==> config.mk <==
export PLATFORM = sky130hd
export DESIGN_NAME = itpc_core
export DESIGN_NICKNAME = d
export VERILOG_FILES = /design/src/rtl/itpc_pkg.sv /design/src/rtl/itpc_core.sv
export SDC_FILE = /design/constraint.sdc
export NUM_CORES = 1
export LEC_CHECK = 0
export ABC_AREA = 1
export BUFFER_PORTS_ARGS = -buffer_cell sky130_fd_sc_hd__clkbuf_2
export CAP_MARGIN = 15
export CORE_UTILIZATION = 40
export DETAILED_ROUTE_END_ITERATION = 8
export PLACE_DENSITY = 0.63
export SLEW_MARGIN = 25
export SYNTH_ARGS = -nofsm -noshare
export SYNTH_HDL_FRONTEND = slang
export SYNTH_SLANG_ARGS = --single-unit
==> constraint.sdc <==
create_clock -name i_clk -period 23.9 [get_ports i_clk]
set_clock_uncertainty 0.15 [all_clocks]
set_input_delay 4.78 -clock i_clk [delete_from_list [all_inputs] [get_ports i_clk]]
set_output_delay 4.78 -clock i_clk [all_outputs]
set_load 0.005 [all_outputs]
==> src/rtl/itpc_pkg.sv <==
package itpc_pkg;

    localparam int ItemW    = 16;
    localparam int UtilW    = 32;
    localparam int TwuW     = 48;
    localparam int PeriodW  = 17;
    localparam int CfgDataW = 48;
    localparam int CfgIdxW  = 2;

    localparam int NumItemsDef = 16;
    localparam int MaxTransDef = 65536;

    typedef enum logic [CfgIdxW-1:0] {
        CFG_ITEMSET_MASK      = 2'd0,
        CFG_UTILITY_THRESHOLD = 2'd1,
        CFG_TWU_THRESHOLD     = 2'd2,
        CFG_PERIOD_LIMIT      = 2'd3
    } t_cfg_idx;

    typedef struct packed {
        logic [ItemW-1:0] item_mask;
        logic [UtilW-1:0] trans_utility;
        logic             last_trans;
    } t_req;

    typedef struct packed {
        logic [TwuW-1:0]    twu_sum;
        logic [PeriodW-1:0] max_period;
        logic               twu_pass;
        logic               period_pass;
    } t_rsp;

    typedef struct packed {
        logic [ItemW-1:0]   itemset_mask;
        logic [UtilW-1:0]   utility_threshold;
        logic [TwuW-1:0]    twu_threshold;
        logic [PeriodW-1:0] period_limit;
    } t_cfg;

endpackage

==> src/rtl/itpc_core.sv <==
module itpc_core #(
    parameter int NUM_ITEMS = itpc_pkg::NumItemsDef,
    parameter int MAX_TRANS = itpc_pkg::MaxTransDef
) (
    input  logic           i_clk,
    input  logic           i_rst_n,
    input  logic           i_accept,
    input  itpc_pkg::t_req i_req,
    input  itpc_pkg::t_cfg i_cfg,
    output itpc_pkg::t_rsp o_rsp
);

    localparam int ItemW   = itpc_pkg::ItemW;
    localparam int UtilW   = itpc_pkg::UtilW;
    localparam int TwuW    = itpc_pkg::TwuW;
    localparam int PeriodW = itpc_pkg::PeriodW;
    localparam int PosW    = $clog2(MAX_TRANS + 2);
    localparam int CmpW    = (PosW > PeriodW) ? PosW : PeriodW;

    localparam logic [ItemW-1:0] ItemBits = (NUM_ITEMS >= ItemW) ? {ItemW{1'b1}}
                                          : ItemW'((64'd1 << NUM_ITEMS) - 64'd1);
    localparam logic [PosW-1:0]  MaxPos   = PosW'(MAX_TRANS);

    logic [PosW-1:0] r_cnt, n_cnt;
    logic [TwuW-1:0] r_twu, n_twu;
    logic [PosW-1:0] r_last_pos, n_last_pos;
    logic [PosW-1:0] r_gap_max, n_gap_max;
    logic            r_any, n_any;

    logic [ItemW-1:0] items;
    logic [ItemW-1:0] need;
    logic             contain;
    logic             keep;
    logic [TwuW:0]    twu_sum;
    logic [PosW-1:0]  gap;
    logic [PosW-1:0]  tail;
    logic [PosW-1:0]  period;
    logic [CmpW-1:0]  period_ext;

    always_comb begin
        items   = i_req.item_mask & ItemBits;
        need    = i_cfg.itemset_mask & ItemBits;
        contain = ((items & need) == need);
        keep    = contain && (i_req.trans_utility >= i_cfg.utility_threshold);

        n_cnt = (r_cnt < MaxPos) ? r_cnt + PosW'(1) : r_cnt;

        twu_sum = {1'b0, r_twu} + (TwuW+1)'(i_req.trans_utility);
        n_twu   = r_twu;
        if (contain) begin
            n_twu = twu_sum[TwuW] ? {TwuW{1'b1}} : twu_sum[TwuW-1:0];
        end

        gap        = n_cnt - r_last_pos;
        n_gap_max  = r_gap_max;
        n_last_pos = r_last_pos;
        n_any      = r_any;
        if (keep) begin
            if (gap > r_gap_max) begin
                n_gap_max = gap;
            end
            n_last_pos = n_cnt;
            n_any      = 1'b1;
        end

        tail   = n_cnt + PosW'(1) - n_last_pos;
        period = '0;
        if (n_any) begin
            period = (tail > n_gap_max) ? tail : n_gap_max;
        end
        period_ext = CmpW'(period);

        o_rsp.twu_sum     = n_twu;
        o_rsp.max_period  = period_ext[PeriodW-1:0];
        o_rsp.twu_pass    = (n_twu >= i_cfg.twu_threshold);
        o_rsp.period_pass = n_any && (period_ext <= CmpW'(i_cfg.period_limit));
    end

    always_ff @(posedge i_clk) begin
        if (!i_rst_n) begin
            r_cnt      <= '0;
            r_twu      <= '0;
            r_last_pos <= '0;
            r_gap_max  <= '0;
            r_any      <= 1'b0;
        end else if (i_accept) begin
            if (i_req.last_trans) begin
                r_cnt      <= '0;
                r_twu      <= '0;
                r_last_pos <= '0;
                r_gap_max  <= '0;
                r_any      <= 1'b0;
            end else begin
                r_cnt      <= n_cnt;
                r_twu      <= n_twu;
                r_last_pos <= n_last_pos;
                r_gap_max  <= n_gap_max;
                r_any      <= n_any;
            end
        end
    end

endmodule

[Yosys cells after proc, flatten, opt, wreduce, memory -nomap -nowiden]
Index checks and enable logic that the tools add are counted.
Cells by class
  add/sub/neg operators: 5
  magnitude comparators: 6
  equality and inequality tests: 1
  muxes and demuxes: 14
  bitwise operators: 1
  reduce and logical (&&, ||, !) cells: 2
Operator list (count)
  $mux 17: 9
  $mux 48: 3
  $add 48x32->49: 1
  $ge 48x48->1: 1
  $add 17x1->17 const B: 2
  $gt 17x17->1: 2
  $sub 17x17->17: 2
  $ge 32x32->1: 1
  $le 17x17->1: 1
  $lt 17x17->1 const B: 1
  $and 16x16->16: 1
  $eq 16x16->1: 1
  $logic_and 1x1->1: 2
  $mux 1: 2
Storage, ports and cells
  register bits: 100
  bits of input ports: 165
  output and inout bits: 67
  logic and storage cells: 34

[Depth between registers and ports, before layout]
Gate-level depths: netlist of run 1.
  word-level depth: 11
  depth in mapped cells: 56
  gate-level depth less buffers: 54

[Least setup slack after synthesis of run 1]
Ideal clock, no wire load.
  kind: input to output
  start point: input i_cfg[78] (netlist name)
  end point: output o_rsp[0] (netlist name)
  arrival: 10.396 ns
  data required time: 18.970 ns
  setup slack: 8.574 ns
  cell stages on the path: 46
  buffers on the path: 3
  path through: inv_1 -> ha_1 -> nand2_1 -> inv_1 -> nand2_1 -> nor3_1 -> nand2_1 -> nand2_1 -> nand2_1 -> nand2_1 -> nand2_1 -> inv_2 -> buf_2 -> clkbuf_1 -> o21ai_0 -> ha_1 -> inv_1 -> fa_1 -> (+10 left out) -> nor2_1 -> nand3_1 -> o211ai_1 -> nand2_1 -> clkbuf_1 -> nand2_1 -> nand2_1 -> nor2_1 -> ha_1 -> a21oi_1 -> nor2_1 -> nor2_1 -> o311ai_0 -> a21oi_1 -> nor2_1 -> nor2_1 -> o21ai_0 -> a21oi_1
RTL lines
  start, declared: line itpc_core.sv:9  | input itpc_pkg::t_cfg i_cfg,
  end, declared: line itpc_core.sv:10  | output itpc_pkg::t_rsp o_rsp

==> results of run 1 <==
[Yosys cell counts (all sizes together)]
cell type	instances	share of area
a22oi	1	0.00054
o2111ai	1	0.00063
ha	211	0.19
o21ai	95	0.035
o221ai	2	0.0013
o21bai	5	0.0027
xnor2	19	0.012
nor4	3	0.0014
o211ai	29	0.016
a2111oi	1	0.00063
nor3	22	0.0095
nor2	169	0.046
inv	369	0.10
o31ai	1	0.00054
a31oi	11	0.0061
xor2	32	0.020
nand4	40	0.018
fa	3	0.0043
nor4b	1	0.00063
a211oi	2	0.0011
and3	3	0.0014
a21o	4	0.0022
a221oi	1	0.00063
or2	16	0.0072
a21boi	2	0.0011
nor3b	1	0.00091
nand3	140	0.057
o21a	13	0.0071
o311ai	1	0.00063
dfxtp	100	0.14
clkbuf	33	0.0090
a21oi	231	0.084
buf	28	0.012
nand3b	11	0.0060
nand2	703	0.19
and2	12	0.0054
[sequential cells by signal, summed over array words and instances, names as in the netlist]
signal and count:
r_any 1, r_cnt 17, r_gap_max 17, r_last_pos 17, r_twu 48
[worst paths after layout]
kind | start | endpoint | slack [ns] | depth (start not counted)
setup reg to reg | r_cnt[16] | r_gap_max[12] | 17.93 | 33
hold reg to reg | r_gap_max[1] | r_gap_max[1] | 0.31 | 2
hold / removal | r_gap_max[1] | r_gap_max[1] | 0.31 | 2
setup / recovery | i_req[3] | o_rsp[0] | 5.72 | 45
[stage by stage]
step | utilization | setup WS, ns | total power [mW]
finish | 0.461 | 5.72 | 0.481
floorplan | - | 8.57 | 0.280
global route | 0.461 | 4.64 | 0.514
global placement | 0.453 | 6.13 | 0.322
CTS | 0.461 | 5.98 | 0.481
detailed placement | 0.453 | 6.00 | 0.326
[layout make-up]
type,instances,area [µm²]
Sequential cell,100,2000
Clock inverter,6,46.3
Multi-Input combinational cell,1786,10200
Fill cell,3623,18200
Tap cell,448,561
Inverter,369,1390
Clock buffer,10,239
Timing Repair Buffer,236,1200
[cells by family (layout without fill, tap and decap cells)]
logic type,count (synthesis),count (layout),synth area share
simple gates,1121,1121,0.346
fa+ha+maj,214,214,0.195
compound gates,400,400,0.160
xor+xnor,51,51,0.0323
buf+inv,430,621,0.121
flops,100,100,0.145
[worst max-delay path: cells and delay by family]
kind | cells | cell delay (ns)
XOR/XNOR | 1 | 0.18
buffers and inverters | 6 | 1.41
AO/OA/AOI/OAI | 11 | 1.69
AND/OR/NAND/NOR | 22 | 3.50
adder cells (fa/ha/maj) | 5 | 1.68
[power breakdown]
group	leakage [nW]	switching (mW)	total [mW]	internal, mW
Combinational	7.44	0.102	0.158	0.0556
Sequential	0.805	0.000420	0.167	0.167
Clock	0.141	0.0803	0.155	0.0751
Total	8.39	0.183	0.481	0.298
[layer usage]
metal | vias to the layer above | wire length [µm] | share of wire
li1 | 7882 | - | -
met1 | 6942 | 22400 | 0.50
met2 | 491 | 18700 | 0.42
met3 | 28 | 3380 | 0.075
met4 | 0 | 477 | 0.011
met5 | - | 0 | 0
==> summary.md, run 1 <==
| Metric | Value |
|---|---|
| Antenna violations before repair | `0` |
| Slowest cell delay on critical path | `1.02 ns` |
| Count of final setup violators | `0` |
| Global route overflow | `0` |
| Commonest non-fill, non-tap cells in the layout | `nand2_1, inv_1, clkbuf_2, a21oi_1, ha_1` |
| Core area | `33800 µm²` |
| Hold Path Class | `reg2reg` |
| Dpl hpwl | `36.5 mm` |
| CP most frequent cell | `nand2_1` |
| Buffers on Ports | `231` |
| # diodes | `0` |
| Max Cap Violations | `0` |
| Setup crit end kind | `output port` |
| Final TNS setup | `0 ns` |
| Syn Inst Count | `2316` |
| Via density | `5.19` |
| Fin area | `15600 µm²` |
| Routing usage on met2 | `0.392` |
| Netlist cell types | `51` |
| Total number of vias | `15300` |
| Root Driver | `clkbuf_16` |
| Final-report hold violation count | `0` |
| Met1 Use GR | `0.371` |
| Power per Cell Area | `30.8 nW/µm²` |
| Final wirelength | `45.0 mm` |
| Outcome | `completed` |
| Synth-to-layout area growth | `12.8%` |
| DRT Pass-1 Iters | `6` |
| Routability cong. | `0.933` |
| YS warnings | `0` |
| FP Rows | `67` |
| Required time worst endpoint | `18.97 ns` |
| Fmax achieved | `55.0 MHz` |
| Worst setup SP type | `input port` |
| Die Footprint | `35300 µm²` |
| Commonest non-fill, non-tap cell in the layout | `nand2_1` |
| Clock Path Buffers | `2` |
| Placed inst area | `15300 µm²` |
| Minimum hold slack | `0.314 ns` |
| Post-Syn Nets | `2695` |
| Crit-path slowest cell | `clkinv_2` |
| Largest fanout on the critical path | `69` |
| Number of global-route vias before repair | `14300` |
| # hold bufs at CTS | `0` |
| Die Span X | `188 µm` |
| Drt wl/cell | `15.2 µm` |
| Mapped cell area | `13800 µm²` |
| P_leak | `8.39 nW` |
| Mapped Avg Cell Area | `5.97 µm²` |
| Detailed Route Iter0 Violations | `1293` |
| Measured slew at the worst slew-check pin | `1.03 ns` |
| RSZ-0062 raised after global routing | `false` |
| H-tree Lvls | `3` |
| Met3 Resource Use GR | `0.0419` |
| Worst endpoint data arrival time | `13.25 ns` |
| Final period util | `0.761` |
| Post-placement cell count | `2939` |
| Post-route insts no fill | `2955` |
| Post-cts sizing count | `0` |
| DRC errors left | `0` |
| Share of layout cells above drive strength 1 | `0.123` |
| Max Slew Vio Count | `0` |
| Insertion delay to the later sink of the worst-skew pair | `0.37 ns` |
| Num CTS Buffers | `9` |
| Antenna Violating Nets Remaining | `0` |
| Peak supply drop | `32.0 µV` |
| CTS tree | `yes` |
| Post-layout nets | `2881` |
| Synthesized flop and latch total | `100` |
| Clk slew on worst S/H paths | `0.08 ns` |
| First-pass GRT wire length | `73.0 mm` |
| Gr usage total | `0.254` |
| Sequential-to-total area share from yosys stat | `0.145` |
| Num Clock Sinks | `100` |
| Initial core utilization | `0.409` |
| Post-CTS setup buffer count | `0` |
| Top Ports | `232` |
| Tmin final | `18.18 ns` |
| Critical path class | `in2out` |
| Relative slew slack | `0.312` |
| Die H | `188 µm` |
| Largest net degree at the start of global routing | `102` |
| Global routing's busiest layer | `met2` |
(Power assumes the default switching activity.)
==> run 2, diff against run 1 <==
- ABC_AREA: 1 -> 0
- PLACE_DENSITY: 0.63 -> 0.66
- clock period: 23.9 -> 15.4 ns (I/O delays scaled with it)
==> summary.md, run 2 <==
| Metric | Value |
|---|---|
| Num CTS Buffers | `9` |
| FP Rows | `63` |
| Power per Cell Area | `51.6 nW/µm²` |
| Die Span X | `175 µm` |
| Die H | `175 µm` |
| Area occupied by multi-input gates | `9180 µm²` |
| Top-count cell post-synth | `ha_1` |
| Initial core utilization | `0.406` |
| Worst endpoint data arrival time | `11.09 ns` |
| H-tree Lvls | `3` |
| Num Clock Sinks | `100` |
| Top reg by flops | `r_twu` |
| Fmax achieved | `69.8 MHz` |
| Met1 Use GR | `0.284` |
| Total number of vias | `12200` |
| Measured slew at the worst slew-check pin | `1.04 ns` |
| Post-CTS setup buffer count | `0` |
| Drt wl/cell | `16.3 µm` |
| Max FFs per register | `48` |
| Placed inst area | `13500 µm²` |
| Routing usage on met2 | `0.407` |
| Post-cts sizing count | `0` |
| Crit-path slowest cell | `or4_1` |
| Number of global-route vias before repair | `11600` |
| # hold bufs at CTS | `0` |
| Worst path bufs/invs | `5` |
| Via density | `5.61` |
| Critical path class | `in2out` |
| Outcome | `completed` |
| Async S/R FF share, synth | `0` |
| Largest area contributor in the netlist | `ha_1` |
| Largest net degree at the start of global routing | `52` |
| Most used flip-flop cell after synthesis | `dfxtp_1` |
| Worst Setup Slack post-DPL | `1.28 ns` |
| Detailed Route Iter0 Violations | `692` |
| Root Driver | `clkbuf_16` |
| Fin area | `13900 µm²` |
| Tmin final | `14.32 ns` |
| Post-Syn Nets | `1962` |
| Post-layout nets | `2161` |
| Worst setup SP type | `input port` |
| Slowest cell delay on critical path | `0.51 ns` |
| Setup crit end kind | `output port` |
| Antenna violations before repair | `2` |
| Netlist cell types | `75` |
| Global routing's busiest layer | `met2` |
| P_leak | `7.16 nW` |
| Buffers on Ports | `231` |
| Share of layout cells above drive strength 1 | `0.163` |
| Top post-synthesis cells by area | `ha_1, dfxtp_1, inv_1, a21oi_1, o21ai_0` |
| Clock Path Buffers | `2` |
| Gr usage total | `0.229` |
| DRC errors left | `0` |
| Top Ports | `232` |
| Final period util | `0.930` |
| Post-synth top area share | `0.220` |
| Met3 Resource Use GR | `0.0305` |
| Power Total | `0.715 mW` |
| YS warnings | `0` |
| Final wirelength | `35.4 mm` |
| Commonest non-fill, non-tap cells in the layout | `clkbuf_2, ha_1, inv_1, nor2_1, a21oi_1` |
| Sequential-to-total area share from yosys stat | `0.167` |
| Largest fanout on the critical path | `32` |
| Post-synth EDFFs | `0` |
| Antenna Violating Nets Remaining | `0` |
| CTS tree | `yes` |
| Syn Inst Count | `1583` |
| Max Cap Violations | `0` |
| Count of final setup violators | `0` |
| Final-report hold violation count | `0` |
| DRT Pass-1 Iters | `7` |
| Mapped Avg Cell Area | `7.58 µm²` |
| Worst Slack Setup Final | `1.08 ns` |
| Commonest non-fill, non-tap cell in the layout | `clkbuf_2` |
| Global route overflow | `0` |
| Required time worst endpoint | `12.17 ns` |
| RSZ-0062 raised after global routing | `false` |
| Insertion delay to the later sink of the worst-skew pair | `0.37 ns` |
| FF/Latch Area | `2000 µm²` |
| Synth-to-layout area growth | `15.5%` |
| Dpl hpwl | `28.8 mm` |
| Core area | `29600 µm²` |
| Synthesized flop and latch total | `100` |
| Die Footprint | `30700 µm²` |
| Family with the most delay on the worst path | `compound AO/OA/AOI/OAI gates` |
| Post-placement cell count | `2161` |
| Routability cong. | `0.944` |
| First-pass GRT wire length | `57.4 mm` |
| Synth top cells by count | `ha_1, inv_1, nor2_1` |
| FILL cells | `2957` |
| Clk slew on worst S/H paths | `0.08 ns` |
| Max Slew Vio Count | `0` |
| Mapped cell area | `12000 µm²` |
| Hold Path Class | `reg2reg` |
| Peak supply drop | `45.3 µV` |
| Post-route insts no fill | `2179` |
| Relative slew slack | `0.307` |
| Final TNS setup | `0 ns` |
-- run 2: changes by cell type in the layout (fill, tap and decap cells not counted), moves of 26 or more --
cell and change:
a211oi_1 +32, a21o_1 +59, a21oi_1 -115, a22o_1 +38, inv_1 -198, nand2_1 -595
nand3_1 -89, nor2_1 -42, nor2b_1 +27, xnor2_1 +26
-- run 2: worst paths after layout --
path / start / endpoint / slack, ns / depth (start not counted)
worst max-delay path: i_req[14] / o_rsp[0] / 1.08 / 39
worst min-delay path: r_twu[43] / r_twu[43] / 0.35 / 1
worst max register to register: r_cnt[2] / r_gap_max[6] / 8.22 / 21
worst min register to register: r_twu[43] / r_twu[43] / 0.35 / 1
-- run 2: routing by layer --
layer  part of all wire  routed length [µm]
met4              0.024                 852
met1               0.44               15700
met3              0.046                1620
met5                  0                   0
met2               0.49               17300
-- run 2: report_power, final --
group          leakage, nW  internal (mW)  switching, mW
Combinational         6.19         0.0781          0.111
Sequential           0.805          0.259       0.000543
Clock                0.165          0.153          0.114
Total                 7.16          0.490          0.225
-- run 2: layout make-up --
cell class,count,area share
multi-input combinational,1265,0.662
tap,390,0.0352
timing repair buffer,241,0.0888
clock buffer,12,0.0185
inverter,165,0.0447
sequential,100,0.144
clock inverter,4,0.00578
antenna,2,0.000361
-- run 2: per-stage QoR --
stage          utilization  hold WS [ns]
2_1_floorplan            -         0.287
3_3_place_gp         0.457         0.314
3_5_place_dp         0.457         0.330
4_1_cts              0.469         0.348
5_1_grt              0.469         0.361
6_report             0.469         0.348
-- run 2: cell families after synthesis --
logic type / synth area share
AO/OA/AOI/OAI: 0.280
XOR/XNOR: 0.0533
adder cells (fa/ha/maj): 0.225
buffers and inverters: 0.0693
flip-flops: 0.167
multiplexers: 0.0205
AND/OR/NAND/NOR: 0.185
